**src/rtl/core/vdu_pkg.sv**
```systemverilog
// shared types and constants for the vector distance unit
package vdu_pkg;

  localparam int ELEM_W   = 16;
  localparam int LEN_W    = 13;
  localparam int DIST_W   = 44;
  localparam int DSQ_W    = 45;
  localparam int DOT_W    = 44;
  localparam int NORM_W   = 43;
  localparam int ROOT_W   = 23;
  localparam int SQ_IN_W  = 2 * ROOT_W;
  localparam int SQ_REM_W = ROOT_W + 3;
  localparam int SQ_CNT_W = 5;
  localparam int DIV_N_W  = DOT_W + 16;
  localparam int DIV_D_W  = 44;
  localparam int DIV_CNT_W = 6;

  localparam logic [1:0] METRIC_L2  = 2'd0;
  localparam logic [1:0] METRIC_COS = 2'd1;
  localparam logic [1:0] METRIC_NIP = 2'd2;

  localparam logic [1:0] SQ_SEL_DSQ = 2'd0;
  localparam logic [1:0] SQ_SEL_NA  = 2'd1;
  localparam logic [1:0] SQ_SEL_NB  = 2'd2;

  localparam logic [16:0] ONE_Q16 = 17'd65536;

  typedef struct packed {
    logic signed [ELEM_W-1:0] elem_a;
    logic signed [ELEM_W-1:0] elem_b;
    logic [LEN_W-1:0]         length_a;
    logic [LEN_W-1:0]         length_b;
    logic                     last;
  } vdu_in_t;

  typedef struct packed {
    logic signed [DIST_W-1:0] distance;
    logic                     length_mismatch;
  } vdu_out_t;

  typedef struct packed {
    logic       acc;
    logic       sq_start;
    logic [1:0] sq_sel;
    logic       save_ra;
    logic       mul;
    logic       div_start;
    logic       load_out;
  } vdu_cmd_t;

  typedef struct packed {
    logic       last;
    logic       mismatch;
    logic [1:0] metric;
    logic       sq_busy;
    logic       div_busy;
    logic       out_busy;
  } vdu_stat_t;

endpackage

```
**src/rtl/core/vdu_ctrl.sv**
```systemverilog
// controller: sequences accumulation, roots, division and result load
module vdu_ctrl (
  input  logic              clk,
  input  logic              rst_n,
  input  logic              in_valid,
  output logic              in_ready,
  input  logic              out_ready,
  input  vdu_pkg::vdu_stat_t stat,
  output vdu_pkg::vdu_cmd_t  cmd
);
  import vdu_pkg::*;

  localparam logic [2:0] ST_ACC    = 3'd0;
  localparam logic [2:0] ST_DECIDE = 3'd1;
  localparam logic [2:0] ST_SQ_A   = 3'd2;
  localparam logic [2:0] ST_SQ_B   = 3'd3;
  localparam logic [2:0] ST_DIVST  = 3'd4;
  localparam logic [2:0] ST_DIV    = 3'd5;
  localparam logic [2:0] ST_FIN    = 3'd6;

  logic [2:0] state_r, state_nxt;

  assign in_ready = (state_r == ST_ACC);

  always_comb begin
    state_nxt = state_r;
    cmd = '0;
    unique case (state_r)
      ST_ACC: begin
        if (in_valid) begin
          cmd.acc = 1'b1;
          if (stat.last) state_nxt = ST_DECIDE;
        end
      end
      ST_DECIDE: begin
        if (stat.mismatch) begin
          state_nxt = ST_FIN;
        end else if (stat.metric == METRIC_L2) begin
          cmd.sq_start = 1'b1;
          cmd.sq_sel = SQ_SEL_DSQ;
          state_nxt = ST_SQ_A;
        end else if (stat.metric == METRIC_COS) begin
          cmd.sq_start = 1'b1;
          cmd.sq_sel = SQ_SEL_NA;
          state_nxt = ST_SQ_A;
        end else begin
          state_nxt = ST_FIN;
        end
      end
      ST_SQ_A: begin
        if (!stat.sq_busy) begin
          if (stat.metric == METRIC_COS) begin
            cmd.save_ra = 1'b1;
            cmd.sq_start = 1'b1;
            cmd.sq_sel = SQ_SEL_NB;
            state_nxt = ST_SQ_B;
          end else begin
            state_nxt = ST_FIN;
          end
        end
      end
      ST_SQ_B: begin
        if (!stat.sq_busy) begin
          cmd.mul = 1'b1;
          state_nxt = ST_DIVST;
        end
      end
      ST_DIVST: begin
        cmd.div_start = 1'b1;
        state_nxt = ST_DIV;
      end
      ST_DIV: begin
        if (!stat.div_busy) state_nxt = ST_FIN;
      end
      ST_FIN: begin
        if (!stat.out_busy || out_ready) begin
          cmd.load_out = 1'b1;
          state_nxt = ST_ACC;
        end
      end
      default: state_nxt = ST_ACC;
    endcase
  end

  always_ff @(posedge clk) begin
    if (!rst_n) state_r <= ST_ACC;
    else state_r <= state_nxt;
  end

  a_start_idle: assert property (@(posedge clk) disable iff (!rst_n)
    cmd.sq_start |-> !stat.sq_busy) else $error("root started while busy");
  a_div_after_roots: assert property (@(posedge clk) disable iff (!rst_n)
    cmd.div_start |-> $past(cmd.mul)) else $error("divide without denominator");
  a_one_cmd: assert property (@(posedge clk) disable iff (!rst_n)
    $onehot0({cmd.acc, cmd.mul, cmd.div_start, cmd.load_out}))
    else $error("conflicting commands");

endmodule

```
**config.mk**
```make
export PLATFORM = sky130hd
export DESIGN_NAME = vdu_ctrl
export DESIGN_NICKNAME = d
export VERILOG_FILES = /design/src/rtl/core/vdu_pkg.sv /design/src/rtl/core/vdu_ctrl.sv
export SDC_FILE = /design/constraint.sdc
export NUM_CORES = 1
export LEC_CHECK = 0
export BUFFER_PORTS_ARGS = -buffer_cell sky130_fd_sc_hd__buf_2
export CAP_MARGIN = 20
export CORE_AREA = 2 2 39 41
export DETAILED_ROUTE_END_ITERATION = 10
export DIE_AREA = 0 0 41 43
export SETUP_SLACK_MARGIN = 0.15
export SYNTH_ARGS = -nofsm -noshare
export SYNTH_HDL_FRONTEND = slang
export SYNTH_SLANG_ARGS = --single-unit
```
**constraint.sdc**
```tcl
create_clock -name clk -period 1.6 [get_ports clk]
set_input_delay 0.08 -clock clk [delete_from_list [all_inputs] [get_ports clk]]
set_output_delay 0.08 -clock clk [all_outputs]
set_load 0.05 [all_outputs]
```
; Word-level counts from Yosys, hierarchy flattened
; Cells that the tools add are included.
[word_totals]
wordCells = 44
regBits = 3
inputBits = 11
[op_classes]
eq_ne = 13
reduce_logical = 5
n_mux = 25
[ops]
columns = op, count
row1 = $mux 3, 13
row2 = $pmux 3 s7, 1
row3 = $ne 2x2->1 const B, 5
row4 = $eq 3x3->1 const B, 3
row5 = $mux 1, 8
row6 = $mux 4, 2
row7 = $eq 3x2->1 const B, 2
row8 = $pmux 3 s2, 1
row9 = $reduce_and 6->1, 1
row10 = $eq 3x1->1 const B, 1
row11 = $logic_not 3->1, 1
row12 = $eq 2x1->1 const B, 1
row13 = $logic_not 2->1, 1
row14 = $ne 2x1->1 const B, 1
row15 = $logic_not 1->1, 1
row16 = $logic_or 1x1->1, 1

; Depth between registers and ports, before layout
[depth]
ltp_word = 5
mapped_depth = 5
depth_no_buf = 4

; Least setup slack after synthesis
; Ideal clock, no wire load.
[synth_timing]
path_kind = flip-flop to output port
from = register state_r[0]
to = output port cmd[6] (netlist name)
stages_incl_launch_ff = 4
path_buffers = 1
t_required_ns = 1.520
arrival_ns = 2.624
path_slack_ns = -1.104
cell_sequence = dfxtp_1 -> buf_2 -> nor4_1 -> o21bai_2
[synth_rtl]
columns = item, line_no
row1 = start: declaration, vdu_ctrl.sv:21  ; logic [2:0] state_r, state_nxt;
row2 = start signal: assignment, vdu_ctrl.sv:87  ; else state_r <= state_nxt;
row3 = end: declaration, vdu_ctrl.sv:9  ; output vdu_pkg::vdu_cmd_t cmd

==> results.cfg <==
[cells_and_area]
final_area_um2 = 548
areaGrowthSynthToFinish_pct = 82.5
num-fill-cells = 146
diodes = 0
final_common_cell = buf_2
largest_register_ffs = 3
drive_gt1_share_pct = 59.4
nets = 76
top_regs = state_r: 3 flops
layout_common_cells = 14 x buf_2, 5 x buf_4, 4 x nand2_1, 4 x clkbuf_4
top_register = state_r

[clocking]
clockBufferDepth = 2
cts_setup_buffers = 0
cts_tree = yes
h-tree-depth = 1
cts_buffers = 3
cts_sinks = 3
root_buffer = clkbuf_4
cts_hold_buf = 0
clk_latency_ns = 0.23
clk_pin_slew_ns = 0.04

[drt]
remaining_drc_errors = 0
drtIter0Drc = 2
post_drt_wl_per_cell_um = 11.4
wl_um = 913
antenna_left = 0
vias = 375
vias_per_cell = 4.69
dr.pass1.iters = 3

[floorplanning]
start_util_pct = 21.7
rows = 14
core_area_um2 = 1380
die_x_um = 41
die_h_um = 43
dieArea_um2 = 1760
pin_count = 20

[place]
dp_hpwl_um = 687
numPortBuffers = 19
dpl-instance-area_um2 = 469
gp_congestion = 0.708

[yosys]
yosysWarnings = 0
synth-compound-area-share_pct = 20.8
synth_top_family_by_area = simple AND/OR/NAND/NOR gates
synth_xor_area_share_pct = 0
ys_seq_area_share_pct = 20.0
synthSimpleGateAreaFrac_pct = 47.5
synthAdderAreaFrac_pct = 0
synthMuxAreaShare_pct = 3.33
syn_inst = 40
synth_nets = 51
synthesis.area_um2 = 300
ys_types = 24
ys_ff_latch = 3
syn_area_per_cell_um2 = 7.51

[global_routing]
grt_pass1_wl_um = 1260
antenna_found_initial = 0
grtUsageTotal_pct = 10.5
grt.overflow.total = 0
grt_pass1_vias = 317
grt_max_degree = 10

[sta]
worst_pin_slew_ns = 0.387
hold-worst-slack_ns = 0.139
fin_skew_ns = 0.000287
fmax_ghz = 0.676
finalSetupViolCount = 0
period_share_pct = 92.4
rsz0062_at_grt = true
hold_violations = 0
slew_violations = 0
max_slew_margin_pct = 74.2
min_period_ns = 1.48

[power_and_ir_drop]
power_switching_w = 0.000475
p_per_area_nw_per_um2 = 1680
swShare_pct = 51.7
power_frac_comb_pct = 70.6
p_leak_nw = 0.234
p_int_w = 0.000444
pwr-share-seq_pct = 14.5
ir_drop_v = 0.000586
power.share.clock_pct = 14.8

[worst_setup_path]
cp_num_cells = 3
cpPeakStageDelay_ns = 0.55
critical-path-slowest-cell = or4b_4
worst_setup_path_start_kind = register
worst-path-max-fanout = 3
cp-end-kind = output pin
cp_num_buf_inv = 1
r2r_cells = 5
criticalPathCategory = register to output pin
arrival_ns = 1.40
path_delay_family = simple AND/OR/NAND/NOR gates
path_cells = or4b_4 > o21bai_4 > buf_8
cp.required_ns = 1.52

[min_path]
hold_path_class = input pin to register
holdPathStages = 3

[run]
drv_cap = 0

[outcome]
status = finished clean
-- power groups by stage --
stage               combinational [W]  clock [W]  sequential (W)
floorplan                    0.000484          0        0.000128
global placement             0.000613          0        0.000125
detailed placement           0.000614          0        0.000128
CTS                          0.000629   0.000141        0.000130
global route                 0.000693   0.000144        0.000138
finish                       0.000649   0.000136        0.000134
-- through the flow --
stage | std cells | worst slack (ns) | util, % | TNS, ns | total power (W)
2_1_floorplan | 40 | -0.104 | - | -0.105 | 0.000612
3_3_place_gp | 76 | 0.282 | 33.9 | 0 | 0.000738
3_5_place_dp | 76 | 0.261 | 33.9 | 0 | 0.000743
4_1_cts | 80 | 0.110 | 37.3 | 0 | 0.000901
5_1_grt | 80 | 0.0775 | 39.6 | 0 | 0.000974
6_report | 80 | 0.122 | 39.6 | 0 | 0.000919
-- worst register-to-register path: stages (launching register included) --
cell and delay, ns:
dfxtp_2 0.33, buf_4 0.17, o21a_1 0.14, nor2_1 0.04, nor4b_1 0.24, a32o_1 0.17
-- timing repair --
action	CTS	global route
setup endpoints to repair	2	5
pin swaps	2	2
resized for setup	6	11
hold endpoints to repair	0	0
-- logic make-up (layout without fill, tap and decap cells) --
logic type	count (synthesis)	after routing
AND/OR/NAND/NOR	23	23
AO/OA/AOI/OAI	9	9
buffers and inverters	4	28
flip-flops	3	3
multiplexers	1	1
-- final timing paths --
check / start / end / slack [ns]
worst max-delay path: state_r[2] / cmd[6] / 0.12
worst min-delay path: rst_n / state_r[0] / 0.14
worst max register to register: state_r[0] / state_r[2] / 0.43
worst min register to register: state_r[0] / state_r[0] / 0.63
-- cells in the mapped netlist (all sizes together) --
master	count	area share, %
a21oi	1	1.7
dfxtp	3	20
nor4b	1	2.9
mux2i	1	3.3
nand2	4	5.0
o21a	1	2.5
or4b	1	4.6
nor2	4	5.0
o21bai	1	3.7
nor3	1	3.3
and2	1	2.1
nor3b	1	2.5
nor4	2	4.2
buf	3	7.1
o21ai	3	5.0
a21boi	1	2.5
nand3b	2	5.0
o22ai	1	2.1
inv	1	1.2
nand3	2	3.3
nand2b	3	6.3
a32o	1	3.3
and4b	1	3.3
-- layer usage --
metal	part of all wire, %	wire length [µm]	vias to the layer above	GRT usage, %
met4	0	0	0	2.00
met5	0	0	-	0
met1	44	404	163	14.1
li1	-	-	194	-
met3	8.2	75	0	4.71
met2	47	433	18	15.3
-- area by class of cell --
| class | instances | area (µm²) | share of cell area (%) |
|---|---|---|---|
| clock buffers | 4 | 26.3 | 4.79 |
| inverters | 1 | 3.75 | 0.685 |
| multi-input cells | 33 | 279 | 50.9 |
| flip-flops and latches | 3 | 62.6 | 11.4 |
| well taps | 16 | 20.0 | 3.65 |
| repair buffers | 23 | 156 | 28.5 |
Power figures use the tool's default switching activity.
